==> src/rtl/gnm_pkg.sv <==
// ----------------------------------------------------------------------------
// gnm_pkg
// Shared types and constants for the gradient normal block.
// ----------------------------------------------------------------------------
package gnm_pkg;

    localparam int PIX_W  = 16;
    localparam int DIFF_W = PIX_W + 1;
    localparam int NRM_W  = 16;
    localparam int COL_W  = 12;
    localparam int MAG_BITS = 15;

    localparam logic [1:0] REG_LINE_WIDTH = 2'd0;
    localparam logic [1:0] REG_NEGATE_X   = 2'd1;
    localparam logic [1:0] REG_NEGATE_Y   = 2'd2;

    // request to the normalising unit: negated gradient (centre minus neighbour)
    typedef struct packed {
        logic signed [DIFF_W-1:0] vx;
        logic signed [DIFF_W-1:0] vy;
    } gnm_req_t;

    typedef struct packed {
        logic signed [NRM_W-1:0] nx;
        logic signed [NRM_W-1:0] ny;
    } gnm_res_t;

endpackage

==> src/rtl/gnm_norm.sv <==
// ----------------------------------------------------------------------------
// gnm_norm
// Scales (vx, vy) to unit length in Q1.14, rounded to nearest, one
// magnitude bit at a time (square, product, compare), x then y.
// ----------------------------------------------------------------------------
module gnm_norm (
    input  logic              clk,
    input  logic              rst_n,
    input  logic              start,
    input  gnm_pkg::gnm_req_t req,
    output logic              done,
    output gnm_pkg::gnm_res_t res
);

    localparam logic [2:0] ST_IDLE = 3'd0;
    localparam logic [2:0] ST_SQ   = 3'd1;
    localparam logic [2:0] ST_SUM  = 3'd2;
    localparam logic [2:0] ST_K    = 3'd3;
    localparam logic [2:0] ST_P    = 3'd4;
    localparam logic [2:0] ST_C    = 3'd5;

    logic [2:0]  state_reg, state_next;
    logic [15:0] a_reg, b_reg;
    logic        sx_reg, sy_reg;
    logic [31:0] aa_reg, bb_reg;
    logic [32:0] s_reg;
    logic [31:0] kk_reg;
    logic [48:0] plo_reg;
    logic [47:0] phi_reg;
    logic [14:0] m_reg;
    logic [3:0]  bit_reg;
    logic        comp_reg;
    logic        done_reg;
    gnm_pkg::gnm_res_t res_reg;

    logic [14:0] trial;
    logic [15:0] k;
    logic [65:0] prod;
    logic [65:0] rhs;
    logic [14:0] m_new;
    logic [15:0] mag_s;

    assign trial = m_reg | (15'd1 << bit_reg);
    assign k     = {trial, 1'b0} - 16'd1;
    assign prod  = 66'(plo_reg) + (66'(phi_reg) << 17);
    assign rhs   = comp_reg ? (66'(bb_reg) << 30) : (66'(aa_reg) << 30);
    assign m_new = (prod <= rhs) ? trial : m_reg;
    assign mag_s = {1'b0, m_new};

    always_comb
    begin
        state_next = state_reg;
        unique case (state_reg)
            ST_IDLE: if (start) state_next = ST_SQ;
            ST_SQ:   state_next = ST_SUM;
            ST_SUM:  state_next = (aa_reg == '0 && bb_reg == '0) ? ST_IDLE : ST_K;
            ST_K:    state_next = ST_P;
            ST_P:    state_next = ST_C;
            ST_C:    state_next = (bit_reg == '0 && comp_reg) ? ST_IDLE : ST_K;
            default: state_next = ST_IDLE;
        endcase
    end

    always_ff @(posedge clk or negedge rst_n)
    begin
        if (!rst_n)
        begin
            state_reg <= ST_IDLE;
            done_reg  <= 1'b0;
        end
        else
        begin
            state_reg <= state_next;
            done_reg  <= (state_reg == ST_SUM && aa_reg == '0 && bb_reg == '0) ||
                         (state_reg == ST_C && bit_reg == '0 && comp_reg);
        end
    end

    always_ff @(posedge clk)
    begin
        case (state_reg)
            ST_IDLE:
            begin
                if (start)
                begin
                    sx_reg <= req.vx[gnm_pkg::DIFF_W-1];
                    sy_reg <= req.vy[gnm_pkg::DIFF_W-1];
                    a_reg  <= req.vx[gnm_pkg::DIFF_W-1] ? 16'(-req.vx) : 16'(req.vx);
                    b_reg  <= req.vy[gnm_pkg::DIFF_W-1] ? 16'(-req.vy) : 16'(req.vy);
                end
            end
            ST_SQ:
            begin
                aa_reg <= a_reg * a_reg;
                bb_reg <= b_reg * b_reg;
            end
            ST_SUM:
            begin
                s_reg    <= 33'(aa_reg) + 33'(bb_reg);
                m_reg    <= '0;
                bit_reg  <= 4'(gnm_pkg::MAG_BITS - 1);
                comp_reg <= 1'b0;
                res_reg  <= '0;
            end
            ST_K:
            begin
                kk_reg <= k * k;
            end
            ST_P:
            begin
                plo_reg <= kk_reg * s_reg[16:0];
                phi_reg <= kk_reg * s_reg[32:17];
            end
            ST_C:
            begin
                if (bit_reg == '0)
                begin
                    // component finished: apply the sign of the difference
                    if (!comp_reg)
                    begin
                        res_reg.nx <= sx_reg ? -mag_s : mag_s;
                    end
                    else
                    begin
                        res_reg.ny <= sy_reg ? -mag_s : mag_s;
                    end
                    m_reg    <= '0;
                    bit_reg  <= 4'(gnm_pkg::MAG_BITS - 1);
                    comp_reg <= 1'b1;
                end
                else
                begin
                    m_reg   <= m_new;
                    bit_reg <= bit_reg - 4'd1;
                end
            end
            default:
            begin
            end
        endcase
    end

    assign done = done_reg;
    assign res  = res_reg;

endmodule
==> config.mk <==
export PLATFORM = sky130hd
export DESIGN_NAME = gnm_norm
export DESIGN_NICKNAME = d
export VERILOG_FILES = /design/src/rtl/gnm_pkg.sv /design/src/rtl/gnm_norm.sv
export SDC_FILE = /design/constraint.sdc
export NUM_CORES = 2
export LEC_CHECK = 0
export BUFFER_PORTS_ARGS = -buffer_cell sky130_fd_sc_hd__buf_2
export CAP_MARGIN = 20
export CELL_PAD_IN_SITES_DETAIL_PLACEMENT = 0
export CELL_PAD_IN_SITES_GLOBAL_PLACEMENT = 1
export CORE_MARGIN = 2
export CORE_UTILIZATION = 40
export CTS_BUF_LIST = sky130_fd_sc_hd__clkbuf_4
export DETAILED_ROUTE_END_ITERATION = 8
export PLACE_DENSITY = 0.72
export SLEW_MARGIN = 20
export SYNTH_ARGS = -nofsm -noshare
export SYNTH_HDL_FRONTEND = slang
export SYNTH_SLANG_ARGS = --single-unit
==> constraint.sdc <==
create_clock -name clk -period 14.75 [get_ports clk]
set_input_delay 0.7375 -clock clk [delete_from_list [all_inputs] [get_ports clk]]
set_output_delay 0.7375 -clock clk [all_outputs]
set_load 0.02 [all_outputs]
==> impl_results.md <==
- Routed Antenna Nets: 0
- Final hold violations: 0
- Reg area: 9319 sq um
- Root Buffer: clkbuf_4
- Net Sw Frac: 29.41%
- Final worst slack: 4.995 ns
- Vias in the first global route: 52681
- Switching Power: 641.0 uW
- Internal power: 1.538 mW
- Inst Count DP: 9373
- Hold Path Class: primary input to register
- Flops & latches, synth: 311
- # resized after CTS: 0
- CP Class: register to register
- Via count: 49009
- LEAKAGE: 36.14 nW
- EDFF count, synth: 307
- Core Region: 169100 sq um
- Layout cells sized above 1: 5.111%
- Commonest non-fill, non-tap cell in the layout: inv_1
- CP Launch Type: register
- First-pass GRT wire length: 292800 microns
- Worst Setup End Kind: register
- TritonCTS clock tree: yes
- Slew margin rel.: 27.87%
- GR Overflow Total: 0
- Pre-antenna DRT Iters: 5
- Worst slew pin tran: 1.082 ns
- Placer Congestion: 0.8734
- Die width: 416.1 microns
- Max Root-Sink Buffers: 3
- Worst path max stage delay: 0.62 ns
- Most common cell on crit path: fa_1
- Setup TNS Final: 0 ns
- Max Slew Vio Count: 0
- Area of the multi-input gates: 51710 sq um
- Worst Skew: 0.08302 ns
- Routed WL per cell: 18.96 microns
- Slowest-stage cell, CP: edfxtp_1
- Combinational power share: 15.5%
- Area growth from synthesis to layout: 6.535%
- # setup viols final: 0
- Die area: 173200 sq um
- Clk pwr share: 38.8%
- DRC marker count from the first detailed-route iteration: 3118
- Initial antenna violation count: 12
- CTS Sinks: 311
- Final period utilization: 66.14%
- Synth async-reset ratio: 1.286%
- Top_reg_cell synth: edfxtp_1
- Max reg flops: 49
- Final cell count without fillers: 9581
- Worst VDD drop: 0.00004607 V
- Num CTS Buffers: 96
- Clock transition at the registers of the reported paths: 0.06 ns
- Commonest non-fill, non-tap cells in the layout: inv_1 (1588), fa_1 (1317), nand2_1 (1044)
- Die height: 416.1 microns
- Total power: 2.179 mW
- Yosys cell types: 92
- Yosys Warn Count: 0
- Worst EP required: 15.45 ns
- Part of the power in registers: 45.7%
- CP Data Arrival Time: 10.46 ns
- Cells after synthesis: 7238
- Status: finished clean
- Clock latency on the worst-skew pair: 1.00 ns
- WL final: 181600 microns
- Syn_area_per_cell: 9.387 sq um
- Unrepaired setup endpoints after global routing: no
- Max FO, Critical Path: 15
- Hold slack: 0.1424 ns
- Starting Density: 40.18%
- Setup WS pre-CTS: 4.993 ns
- Max Cap Viol: 0
- Cell area after synthesis: 67950 sq um
- Fillers: 16661
- I/O pin count: 70
- Final min period: 9.755 ns
- Register area share after synthesis: 13.72%
- Number of port buffers: 69
- Row cnt: 151
- Total GRT Usage: 21.53%
- Nets: 9272
- # DRC: 0
- Fmax: 0.1025 GHz
- Pin count of the biggest net entering global routing: 72
- H-tree Lvls: 3
- Post-DR vias/cell: 5.115
- Pwr dens: 30.11 nW/um^2
- Final HPWL DP: 141400 microns
-- power by group through the flow --
stage / clock, mW / sequential [mW] / combinational [mW]
final: 0.846 / 0.995 / 0.338
after detailed placement: 0 / 1.01 / 0.326
after floorplan: 0 / 1.01 / 0.241
after global placement: 0 / 1.01 / 0.324
after global routing: 0.927 / 0.996 / 0.382
after CTS: 0.883 / 0.995 / 0.338
-- synth_stat cells, types with 18 or more instances --
cell type	n	area [sq um]
o211ai_1	19	142.6
a21o_1	91	683.2
o21a_1	27	202.7
inv_1	1588	5961
o21ai_0	141	705.7
mux2i_1	45	450.4
or2_2	18	112.6
and2_1	371	2321
nand4_1	25	156.4
nor4_1	27	168.9
nor3_1	58	290.3
a211oi_1	22	165.2
o21bai_1	29	217.7
ha_1	633	7920
a31oi_1	33	206.5
nand3_1	52	260.3
nand2_1	1044	3919
nor2b_1	41	256.5
or3_1	19	118.9
xor2_1	81	709.4
and3_1	35	219.0
a21oi_1	220	1101
nand2b_1	38	237.7
fa_1	1317	26370
edfxtp_1	307	9219
o31ai_1	20	150.1
clkbuf_1	253	949.7
xnor2_1	213	1866
nor2_1	249	934.7
-- repair_timing --
| item | CTS | global route |
|---|---|---|
| hold buffers | 32 | 0 |
| endpoints found under the hold margin | 34 | 0 |
| setup endpoints to repair | 0 | 0 |
| buffers inserted | 0 | 0 |
-- final cells by class --
type / instances / share of cell area [%]
clock inverter: 43 / 0.2990
timing repair buffer: 200 / 1.946
tap: 2218 / 3.834
multi-input combinational: 5079 / 71.43
sequential: 311 / 12.87
inverter: 1597 / 8.285
clock buffer: 126 / 1.307
antenna: 7 / 0.02420
-- logic make-up after synthesis --
kind of cell	count (synthesis)	share of synthesized area (%)
adder cells (fa/ha/maj)	1950	50.46
other	2	0.01105
multiplexers	51	0.7624
AO/OA/AOI/OAI	723	6.865
XOR/XNOR	295	3.830
AND/OR/NAND/NOR	2037	14.00
buffers and inverters	1869	10.36
flip-flops	311	13.72
-- path summary, 6_finish.rpt --
path,start,endpoint,slack (ns),cells after the start
max,bit_reg[3]$_SDFFCE_PN1P_,kk_reg[31]$_DFFE_PN_,4.99,35
min,req[16],sy_reg$_DFFE_PP_,0.14,1
max reg2reg,bit_reg[3]$_SDFFCE_PN1P_,kk_reg[31]$_DFFE_PN_,4.99,35
min reg2reg,state_reg[1]$_DFFE_PN0P_,state_reg[0]$_DFFE_PN0P_,0.63,1
max in group asynchronous,rst_n,state_reg[1]$_DFFE_PN0P_,13.83,3
min in group asynchronous,rst_n,state_reg[2]$_DFFE_PN0P_,0.66,3
-- stage by stage --
step           util [%]  area (sq um)
2_1_floorplan         -         68020
3_3_place_gp      41.92         70890
3_5_place_dp      41.92         70890
4_1_cts           42.80         72370
5_1_grt           42.81         72380
6_report          42.81         72390
-- worst max-delay path: cells and delay by family (launching register included) --
| kind | cells | cell delay [ns] |
|---|---|---|
| and+or+nand+nor | 8 | 1.25 |
| DFF | 1 | 0.62 |
| AOI/OAI and AO/OA | 11 | 2.96 |
| buffers and inverters | 6 | 0.77 |
| xor gates and xnor gates | 2 | 0.28 |
| adders and majority gates | 8 | 3.59 |
-- layer usage --
| layer | part of all wire, % | GRT usage [%] |
|---|---|---|
| met5 | 0 | 0 |
| met2 | 48 | 36.00 |
| met1 | 45 | 29.60 |
| met4 | 1.8 | 4.456 |
| met3 | 5.7 | 3.327 |
Note: power is estimated with default switching activity, not from simulation.
